===== src/rtl/core/wed_pkg.sv =====
package wed_pkg;

   // SCSI operation codes
   localparam logic [7:0] OP_WRITE6       = 8'h0A;
   localparam logic [7:0] OP_WRITE10      = 8'h2A;
   localparam logic [7:0] OP_WRITE_VER10  = 8'h2E;
   localparam logic [7:0] OP_WRITE_SAME10 = 8'h41;
   localparam logic [7:0] OP_UNMAP        = 8'h42;
   localparam logic [7:0] OP_WRITE12      = 8'hAA;
   localparam logic [7:0] OP_WRITE_VER12  = 8'hAE;
   localparam logic [7:0] OP_WRITE16      = 8'h8A;
   localparam logic [7:0] OP_WRITE_VER16  = 8'h8E;
   localparam logic [7:0] OP_WRITE_SAME16 = 8'h93;
   localparam logic [7:0] OP_ATA_PT16     = 8'h85;
   localparam logic [7:0] OP_ATA_PT12     = 8'hA1;

   // minimum command block lengths
   localparam logic [7:0] LEN_CDB6  = 8'd6;
   localparam logic [7:0] LEN_CDB10 = 8'd10;
   localparam logic [7:0] LEN_CDB12 = 8'd12;
   localparam logic [7:0] LEN_CDB16 = 8'd16;

   // pass-through protocols that move data out
   localparam logic [3:0] PROTO_PIO_OUT = 4'd5;
   localparam logic [3:0] PROTO_DMA     = 4'd7;

   // ATA commands
   localparam logic [7:0] ATA_WRITE_DMA        = 8'hCA;
   localparam logic [7:0] ATA_WRITE_DMA_EXT    = 8'h35;
   localparam logic [7:0] ATA_WRITE_DMA_QUEUED = 8'hCC;
   localparam logic [7:0] ATA_WRITE_DMA_Q_EXT  = 8'h36;
   localparam logic [7:0] ATA_WRITE_FPDMA      = 8'h61;
   localparam logic [7:0] ATA_WRITE_SECTORS    = 8'h30;
   localparam logic [7:0] ATA_WRITE_SECT_EXT   = 8'h34;
   localparam logic [7:0] ATA_WRITE_STREAM_DMA = 8'h3C;
   localparam logic [7:0] ATA_WRITE_MULT_EXT   = 8'h24;
   localparam logic [7:0] ATA_SECURITY_ERASE   = 8'hF4;
   localparam logic [7:0] ATA_DOWNLOAD_UCODE   = 8'h92;
   localparam logic [7:0] ATA_DOWNLOAD_UCODE_D = 8'h93;

   localparam logic [63:0] COUNT_WHOLE = 64'hFFFF_FFFF_FFFF_FFFF;

   typedef struct packed {
      logic        is_write;
      logic [63:0] start_sector;
      logic [63:0] sector_count;
   } extent_type;

endpackage


===== src/rtl/core/write_extent_decoder.sv =====
// channel   ports                                                  direction
// request   req_valid/req_stall, req_mode, req_cdb_bytes_lo/hi,    in
//           req_cdb_length, req_current_taskfile, req_previous_taskfile
// response  rsp_valid/rsp_stall, rsp_is_write, rsp_start_sector,   out
//           rsp_sector_count
//
// One request per cycle sustained while rsp_stall is low; an accepted request
// reaches rsp_valid through the input register, decode and result register.
// Synchronous active-high reset empties both stages; data registers are not reset.
// A stalled response holds in the result register while the input register
// still takes a request; req_stall rises only when both stages are full and
// rsp_stall is high.
module write_extent_decoder (
   input  logic        clock,
   input  logic        reset,
   input  logic        req_valid,
   output logic        req_stall,
   input  logic        req_mode,
   input  logic [63:0] req_cdb_bytes_lo,
   input  logic [63:0] req_cdb_bytes_hi,
   input  logic [7:0]  req_cdb_length,
   input  logic [63:0] req_current_taskfile,
   input  logic [63:0] req_previous_taskfile,
   output logic        rsp_valid,
   input  logic        rsp_stall,
   output logic        rsp_is_write,
   output logic [63:0] rsp_start_sector,
   output logic [63:0] rsp_sector_count
);
   import wed_pkg::*;

   logic        s1_valid_ff, s1_valid_in;
   logic        s2_valid_ff, s2_valid_in;
   logic        req_accept, s2_load;

   logic        mode_ff;
   logic [63:0] cdb_lo_ff, cdb_hi_ff;
   logic [7:0]  cdb_len_ff;
   logic [63:0] cur_tf_ff, prev_tf_ff;

   extent_type  result_ff, result_in;
   extent_type  scsi_res, ata_res;

   logic [7:0]  cdb [16];
   logic [7:0]  cur [8];
   logic [7:0]  prev [8];
   logic [3:0]  proto;
   logic        proto_out;
   logic [15:0] count16;

   // pipeline control
   assign s2_load     = s1_valid_ff && (!s2_valid_ff || !rsp_stall);
   assign req_stall   = s1_valid_ff && !s2_load;
   assign req_accept  = req_valid && !req_stall;
   assign s1_valid_in = req_accept || (s1_valid_ff && !s2_load);
   assign s2_valid_in = s2_load || (s2_valid_ff && rsp_stall);

   always_ff @(posedge clock) begin
      if (reset) begin
         s1_valid_ff <= 1'b0;
         s2_valid_ff <= 1'b0;
      end else begin
         s1_valid_ff <= s1_valid_in;
         s2_valid_ff <= s2_valid_in;
      end
   end

   always_ff @(posedge clock) begin
      if (req_accept) begin
         mode_ff    <= req_mode;
         cdb_lo_ff  <= req_cdb_bytes_lo;
         cdb_hi_ff  <= req_cdb_bytes_hi;
         cdb_len_ff <= req_cdb_length;
         cur_tf_ff  <= req_current_taskfile;
         prev_tf_ff <= req_previous_taskfile;
      end
      if (s2_load) begin
         result_ff <= result_in;
      end
   end

   always_comb begin
      for (int i = 0; i < 8; i++) begin
         cdb[i]     = cdb_lo_ff[8*i +: 8];
         cdb[i + 8] = cdb_hi_ff[8*i +: 8];
         cur[i]     = cur_tf_ff[8*i +: 8];
         prev[i]    = prev_tf_ff[8*i +: 8];
      end
   end

   assign proto     = cdb[1][4:1];
   assign proto_out = (proto == PROTO_PIO_OUT) || (proto == PROTO_DMA);

   // SCSI command block decode
   always_comb begin
      scsi_res = '0;
      case (cdb[0])
         OP_WRITE6: begin
            if (cdb_len_ff >= LEN_CDB6) begin
               scsi_res.is_write     = 1'b1;
               scsi_res.start_sector = {43'd0, cdb[1][4:0], cdb[2], cdb[3]};
               scsi_res.sector_count = (cdb[4] == 8'd0) ? 64'd256 : {56'd0, cdb[4]};
            end
         end
         OP_WRITE10, OP_WRITE_VER10, OP_WRITE_SAME10: begin
            if (cdb_len_ff >= LEN_CDB10) begin
               scsi_res.is_write     = 1'b1;
               scsi_res.start_sector = {32'd0, cdb[2], cdb[3], cdb[4], cdb[5]};
               scsi_res.sector_count = {48'd0, cdb[7], cdb[8]};
               // zero count on write same runs to the end of the disk
               if (cdb[0] == OP_WRITE_SAME10 && {cdb[7], cdb[8]} == 16'd0) begin
                  scsi_res.sector_count = ~scsi_res.start_sector;
               end
            end
         end
         OP_WRITE12, OP_WRITE_VER12: begin
            if (cdb_len_ff >= LEN_CDB12) begin
               scsi_res.is_write     = 1'b1;
               scsi_res.start_sector = {32'd0, cdb[2], cdb[3], cdb[4], cdb[5]};
               scsi_res.sector_count = {32'd0, cdb[6], cdb[7], cdb[8], cdb[9]};
            end
         end
         OP_WRITE16, OP_WRITE_VER16, OP_WRITE_SAME16: begin
            if (cdb_len_ff >= LEN_CDB16) begin
               scsi_res.is_write     = 1'b1;
               scsi_res.start_sector = {cdb[2], cdb[3], cdb[4], cdb[5],
                                        cdb[6], cdb[7], cdb[8], cdb[9]};
               scsi_res.sector_count = {32'd0, cdb[10], cdb[11], cdb[12], cdb[13]};
               if (cdb[0] == OP_WRITE_SAME16 &&
                   {cdb[10], cdb[11], cdb[12], cdb[13]} == 32'd0) begin
                  scsi_res.sector_count = ~scsi_res.start_sector;
               end
            end
         end
         OP_UNMAP: begin
            scsi_res.is_write     = 1'b1;
            scsi_res.sector_count = COUNT_WHOLE;
         end
         OP_ATA_PT16: begin
            if (cdb_len_ff >= LEN_CDB16 &&
                (proto_out || cdb[14] == ATA_WRITE_SECTORS ||
                 cdb[14] == ATA_WRITE_DMA_EXT || cdb[14] == ATA_WRITE_MULT_EXT)) begin
               scsi_res.is_write     = 1'b1;
               scsi_res.sector_count = COUNT_WHOLE;
            end
         end
         OP_ATA_PT12: begin
            if (cdb_len_ff >= LEN_CDB12 &&
                (proto_out || cdb[9] == ATA_WRITE_SECTORS ||
                 cdb[9] == ATA_WRITE_DMA_EXT || cdb[9] == ATA_WRITE_MULT_EXT)) begin
               scsi_res.is_write     = 1'b1;
               scsi_res.sector_count = COUNT_WHOLE;
            end
         end
         default: begin
            scsi_res = '0;
         end
      endcase
      // an empty block never writes
      if (cdb_len_ff == 8'd0) begin
         scsi_res = '0;
      end
   end

   assign count16 = {prev[1], cur[1]};

   // ATA task file decode
   always_comb begin
      ata_res = '0;
      case (cur[6])
         ATA_WRITE_DMA, ATA_WRITE_DMA_EXT, ATA_WRITE_DMA_QUEUED, ATA_WRITE_DMA_Q_EXT,
         ATA_WRITE_FPDMA, ATA_WRITE_SECTORS, ATA_WRITE_SECT_EXT,
         ATA_WRITE_STREAM_DMA: begin
            ata_res.is_write = 1'b1;
            if (!cur[5][6]) begin
               // CHS addressing: treat as whole device
               ata_res.sector_count = COUNT_WHOLE;
            end else if ((prev[1] | prev[2] | prev[3] | prev[4]) != 8'd0) begin
               ata_res.start_sector = {16'd0, prev[4], prev[3], prev[2],
                                       cur[4], cur[3], cur[2]};
               ata_res.sector_count = (count16 == 16'd0) ? 64'd65536 : {48'd0, count16};
            end else begin
               ata_res.start_sector = {36'd0, cur[5][3:0], cur[4], cur[3], cur[2]};
               ata_res.sector_count = (cur[1] == 8'd0) ? 64'd256 : {56'd0, cur[1]};
            end
         end
         ATA_SECURITY_ERASE, ATA_DOWNLOAD_UCODE, ATA_DOWNLOAD_UCODE_D: begin
            ata_res.is_write     = 1'b1;
            ata_res.sector_count = COUNT_WHOLE;
         end
         default: begin
            ata_res = '0;
         end
      endcase
   end

   assign result_in = mode_ff ? ata_res : scsi_res;

   assign rsp_valid        = s2_valid_ff;
   assign rsp_is_write     = result_ff.is_write;
   assign rsp_start_sector = result_ff.start_sector;
   assign rsp_sector_count = result_ff.sector_count;

   a_not_write_zero: assert property (@(posedge clock) disable iff (reset)
      rsp_valid && !rsp_is_write |-> rsp_start_sector == 64'd0 &&
                                     rsp_sector_count == 64'd0)
      else $error("non-write response carries a nonzero extent");

   a_whole_from_zero: assert property (@(posedge clock) disable iff (reset)
      rsp_valid && rsp_sector_count == COUNT_WHOLE |-> rsp_start_sector == 64'd0)
      else $error("whole-device count with nonzero start sector");

   a_empty_latency: assert property (@(posedge clock) disable iff (reset)
      req_valid && !req_stall && !s1_valid_ff && !s2_valid_ff |=> ##1 rsp_valid)
      else $error("request into empty pipeline did not reach response in two cycles");

   a_stall_only_full: assert property (@(posedge clock) disable iff (reset)
      req_stall |-> s2_valid_ff && rsp_stall)
      else $error("request stalled while the result register could drain");

endmodule

===== config.mk =====
export PLATFORM = sky130hd
export DESIGN_NAME = write_extent_decoder
export DESIGN_NICKNAME = d
export VERILOG_FILES = /design/src/rtl/core/wed_pkg.sv /design/src/rtl/core/write_extent_decoder.sv
export SDC_FILE = /design/constraint.sdc
export NUM_CORES = 1
export LEC_CHECK = 0
export BUFFER_PORTS_ARGS = -buffer_cell sky130_fd_sc_hd__buf_2
export CORE_MARGIN = 5
export CORE_UTILIZATION = 25
export DETAILED_ROUTE_END_ITERATION = 6
export HOLD_SLACK_MARGIN = 0.15
export PLACE_DENSITY_LB_ADDON = 0.25
export SYNTH_ARGS = -nofsm -noshare
export SYNTH_HDL_FRONTEND = slang
export SYNTH_SLANG_ARGS = --single-unit
export TNS_END_PERCENT = 100

===== constraint.sdc =====
create_clock -name clock -period 13.7 [get_ports clock]
set_input_delay 1.37 -clock clock [delete_from_list [all_inputs] [get_ports clock]]
set_output_delay 1.37 -clock clock [all_outputs]
set_load 0.03 [all_outputs]

==> results.toml, run 1 <==
[cells_and_area]
final_util_pct = 32.3
area_delta_synth_final_pct = 28.1
fin_nets = 1486
nFillCells = 5244
drive_above_1_share_pct = 34.8

[timing]
period_minus_slack_ns = 3.44
max_freq_ghz = 0.290
period_share_pct = 25.1
fin_ws_ns = 10.26
final.setup.tns_ns = 0
drv_slew = 0
maxSlewHeadroom_pct = 29.1
setup_viol = 0
tightestPinTransition_ns = 1.06
skew_ns = 0.0253
finalHoldViolCount = 0
rsz0062_at_grt = "no"

[critical_path]
worstRegToRegCells = 8
crit_slowest_cell = "buf_4"
rrSetupSlack_ns = 10.36
end_kind = "flop"
path_class = "input port to flop"
worstReg2RegEnd = "rsp_sector_count[48]"
crit_chain = "buf_2, and3_1, nor2b_4, buf_4, buf_4"
arrival_ns = 3.60
crit_fanout = 76
critPathLaunch = "rsp_stall"
cp.required_ns = 13.86
critPathLaunchType = "input port"
crit_top_cell = "buf_4"
reg2reg_from = "cur_tf_ff[50]"
max_stage_delay_ns = 0.82

[clocking]
clkLatencyLatePin_ns = 0.55
postCtsResizedCells = 0
cts_hold_buf = 0
clock_path_buffers = 3
post-cts-setup-buffers = 0
htreeDepth = 2
cts_tree = "done"
clk_pin_slew_ns = 0.06
root_buffer = "clkbuf_16"
numCtsBuffers = 39
cts.sinks = 334

[hold_path]
min_path_type = "flop to flop"
holdPathStages = 2
min_from = "s1_valid_ff"
holdPathEnd = "rsp_valid"

[detailed_routing]
wl_per_cell_um = 25.3
finalWirelength_um = 49000
drc = 0
antenna_left = 0
viasPerCell = 4.82
vias = 9332
drt_pre_antenna_iters = 5
drt_iter0_markers = 695

[floorplanning]
die_area_um2 = 57600
start_util_pct = 25.2
rows = 84
die_h_um = 240
core-area_um2 = 52400
pin_count = 400
die_x_um = 240

[job]
maxCapViolations = 0

[yosys]
synth_seq_cells = 334
synthTopCellsByArea = "edfxtp_1 75%, o21ai_0 3.5%, o221ai_1 2.1%"
synth_area_per_cell_um2 = 15.1
synthTopCellsByCount = "332 x edfxtp_1, 92 x o21ai_0, 63 x nand2_1, 61 x nor2_1, 35 x a22oi_1"
ys.flop_type = "edfxtp_1"
syn_nets = 1145
yosysMostFrequentCell = "edfxtp_1"
yosys_warnings = 0
synth_edf_count = 332
yosysSeqAreaShare_pct = 75.7
synth_cell_type_count = 55
async_reset_ff_share_pct = 0
synthCells = 876
synth_largest_area_cell = "edfxtp_1"
netlist.area_leader.share_pct = 75.4
synth_area_um2 = 13200

[power_and_ir_drop]
peakVddDrop_v = 0.0000934
power_density_nw_per_um2 = 141
leakage_nw = 5.93

[global_route]
grt_max_degree = 130
antenna_found_initial = 9
grt_pass1_wl_um = 67200
grt_pass1_vias = 9420
grt_overflow = 0
grt_use_total_pct = 16.3

[placed_design]
hpwl_um = 35200
port_buffers = 337
place_ws_ns = 9.64
routabilityCongestion = 0.768

[status]
status = "complete, no violations"
==> cell families (layout without fill, tap and decap cells) <==
| kind of cell | count (synthesis) | in the layout | share of synthesized area, % |
|---|---|---|---|
| flip-flops | 334 | 334 | 75.7 |
| AO/OA/AOI/OAI | 249 | 249 | 12.9 |
| buffers and inverters | 55 | 425 | 1.89 |
| other | 0 | 3 | 0 |
| XOR/XNOR | 2 | 2 | 0.132 |
| AND/OR/NAND/NOR | 236 | 236 | 9.42 |
==> power by group <==
part	total [W]	internal, W	switching, W	leakage [nW]
clock network	0.00101	0.000587	0.000420	0.591
logic	0.000142	0.0000451	0.0000971	2.21
registers	0.00124	0.00119	0.0000493	3.14
total	0.00239	0.00182	0.000566	5.93
==> layout by cell type, fill, tap and decap left out, types with 4 or more instances in the layout <==
cell type	n
and2_1	17
edfxtp_1	332
a21oi_1	8
buf_2	337
nand3_1	7
clkinvlp_4	5
clkbuf_16	41
and4bb_2	4
nor4_1	27
clkinv_2	7
nor2_1	59
clkbuf_1	8
nor3b_1	4
o21ai_1	21
a22o_1	16
nand2b_1	4
o21ai_0	92
nand4_1	4
a22oi_1	35
buf_4	14
a222oi_1	21
nand2_1	63
o22ai_1	6
clkinv_1	4
and3_1	19
o221ai_1	32
==> worst max-delay path: cells and delay by family <==
kind / cells / cell delay [ns]
buffers and inverters: 3 / 1.75
AND/OR/NAND/NOR: 2 / 0.33
==> cell type report <==
type | count | area (um^2) | area share (%)
sequential | 334 | 10000 | 59.1
multi-input combinational | 487 | 3010 | 17.8
timing repair buffer | 352 | 1810 | 10.7
clock buffer | 49 | 1060 | 6.23
tap | 688 | 861 | 5.08
clock inverter | 21 | 174 | 1.03
inverter | 3 | 11.3 | 0.0665
antenna | 3 | 7.51 | 0.0443
==> routing by layer <==
layer  GRT usage [%]  share of wire [%]  vias up
li1                -                  -     4218
met1            20.7                 41     4648
met2            27.4                 49      368
met3            4.14                7.0       84
met4            4.88                2.5       14
met5               0               0.15        -
==> per-stage QoR <==
stage / cells / hold slack, ns / total power, W / area [um^2]
2_1_floorplan: 876 / 0.445 / 0.00132 / 13200
3_3_place_gp: 1864 / 0.485 / 0.00140 / 15700
3_5_place_dp: 1864 / 0.484 / 0.00140 / 15700
4_1_cts: 1934 / 0.519 / 0.00242 / 16900
5_1_grt: 1936 / 0.536 / 0.00247 / 16900
6_report: 1937 / 0.511 / 0.00239 / 16900
==> registers in the layout (all words and copies together), names as in the netlist <==
name and flops:
cdb_len_ff 8, cdb_lo_ff 61, cdb_hi_ff 56, prev_tf_ff 32, mode_ff 1, rsp_is_write 1
cur_tf_ff 45, s1_valid_ff 1, rsp_start_sector 64, rsp_valid 1, rsp_sector_count 64
==> how the worst max path moves through the flow <==
stage,end
2_1_floorplan,rsp_is_write
3_3_place_gp,cur_tf_ff[11]
3_5_place_dp,cdb_hi_ff[43]
4_1_cts,prev_tf_ff[15]
5_1_grt,cur_tf_ff[10]
6_report,prev_tf_ff[15]
(Power assumes the default switching activity.)
==> run 2: changes to the inputs <==
- clock period: 13.7 -> 3.6 ns (I/O delays scaled with it)
==> run 2 against run 1 <==
  * Via count increased by 9.6%
  * Global-route usage is 0.54 points higher
  * Sequential share of layout area down 6.7 points
  * Core utilization grew 4.1 points
  * Sequential power increased to 3.8 times the previous value
  * Sequential cell count is the same
  * Critical endpoint is now rsp_sector_count[36]
  * Final area is 13% higher
  * Count of clock-buffer cells in the layout is the same
  * Register-to-register slack lost 9.8 ns
==> results.toml, run 2 (synthesis results as in run 1) <==
[placed_design]
port_buffers = 337
hpwl_um = 35600
routabilityCongestion = 0.778
dp.cells = 1875

[critical_path]
critPathLaunchType = "flop"
path_class = "flop to flop"
worst-path-buf-inv = 1
crit_fanout = 32
cp_top_family = "compound AO/OA/AOI/OAI gates"
crit_chain = "and4bb_2, o21ai_1, nand3_1, o21a_1, o41ai_1, and2_1, buf_4, o21ai_0"
crit_slowest_cell = "edfxtp_1"
cp.required_ns = 3.86
path_depth = 8
max_stage_delay_ns = 0.53
worstRegToRegCells = 8
end_kind = "flop"
arrival_ns = 3.30

[cells_and_area]
area_delta_synth_final_pct = 44.6
diodes = 0
final_common_cell = "buf_2"
layout_common_cells = "337 x buf_2, 332 x edfxtp_1, 206 x dlygate4sd3_1"
fin_nets = 1701
drive_above_1_share_pct = 30.1
final_cells = 2147

[hold_path]
min_path_type = "input port to flop"
holdPathStages = 2

[timing]
max_freq_ghz = 0.329
period_minus_slack_ns = 3.04
finalHoldViolCount = 0
drv_slew = 0
rsz0062_at_grt = "no"
final.setup.tns_ns = 0
period_share_pct = 84.5
skew_ns = 0.0192
maxSlewHeadroom_pct = 48.0
setup_viol = 0
tightestPinTransition_ns = 0.776

[global_route]
grt_overflow = 0
grt_max_degree = 112
grt_pass1_wl_um = 70400
grt_use_total_pct = 16.8
antenna_found_initial = 1
grt_pass1_vias = 10689

[power_and_ir_drop]
pwr-share-comb_pct = 8.0
p_int_w = 0.00712
leakage_nw = 6.86
power_w = 0.00929
peakVddDrop_v = 0.000284
seq_power_share_pct = 50.6
power_density_nw_per_um2 = 486
switching_share_pct = 23.4
power.share.clock_pct = 41.4
switchingPower_w = 0.00217

[clocking]
post-cts-setup-buffers = 0
cts.sinks = 334
clkLatencyLatePin_ns = 0.55
clk_pin_slew_ns = 0.06
root_buffer = "clkbuf_16"
numCtsBuffers = 37
clock_path_buffers = 3
cts_tree = "done"
htreeDepth = 2

[floorplanning]
die_x_um = 240
pin_count = 400
die_h_um = 240
start_util_pct = 25.2
rows = 84
die_area_um2 = 57600
core-area_um2 = 52400

[detailed_routing]
wl_per_cell_um = 23.6
viasPerCell = 4.76
drt_pre_antenna_iters = 7
drc = 0
finalWirelength_um = 50700
antenna_left = 0
drt_iter0_markers = 841
vias = 10227

[job]
maxCapViolations = 0

[status]
status = "complete, no violations"
==> run 2: worst paths after layout <==
check / slack (ns) / from / endpoint
max reg2reg: 0.56 / cdb_lo_ff[4] / rsp_sector_count[36]
max: 0.56 / cdb_lo_ff[4] / rsp_sector_count[36]
min reg2reg: 0.53 / cur_tf_ff[18] / rsp_start_sector[2]
min: 0.27 / rsp_stall / rsp_sector_count[31]
==> run 2: cell type report <==
class	instances	area, um^2
Sequential cell	334	10000
Multi-Input combinational cell	487	3020
Clock buffer	49	971
Inverter	3	11.3
Tap cell	688	861
Clock inverter	17	239
Fill cell	5037	33300
Timing Repair Buffer	569	4010
==> run 2: power by group through the flow <==
stage	Clock, W	Sequential (W)	Combinational [W]
final	0.00385	0.00470	0.000746
after global routing	0.00411	0.00472	0.000793
after floorplan	0	0.00486	0.000129
after global placement	0	0.00478	0.000563
after CTS	0.00395	0.00471	0.000750
after detailed placement	0	0.00479	0.000566
==> run 2: through the flow <==
stage | hold WS, ns | worst slack, ns | utilization [%] | area (um^2)
2_1_floorplan | 0.423 | -0.432 | - | 13300
3_3_place_gp | 0.482 | 0.639 | 30.2 | 15800
3_5_place_dp | 0.499 | 0.589 | 30.2 | 15800
4_1_cts | 0.225 | 0.562 | 36.5 | 19100
5_1_grt | 0.244 | 0.377 | 36.5 | 19100
6_report | 0.270 | 0.559 | 36.5 | 19100
==> run 2: routing by layer <==
metal | GRT usage [%] | part of all wire (%)
met3 | 4.21 | 7.6
met1 | 21.0 | 40
met5 | 0 | 0
met4 | 5.40 | 3.0
met2 | 28.8 | 49
==> run 2: timing repair <==
item                       in CTS  in global routing
hold buffers                  206                  0
gates resized for setup         0                  0
hold endpoints to repair      205                  0
setup endpoints to repair       0                  0
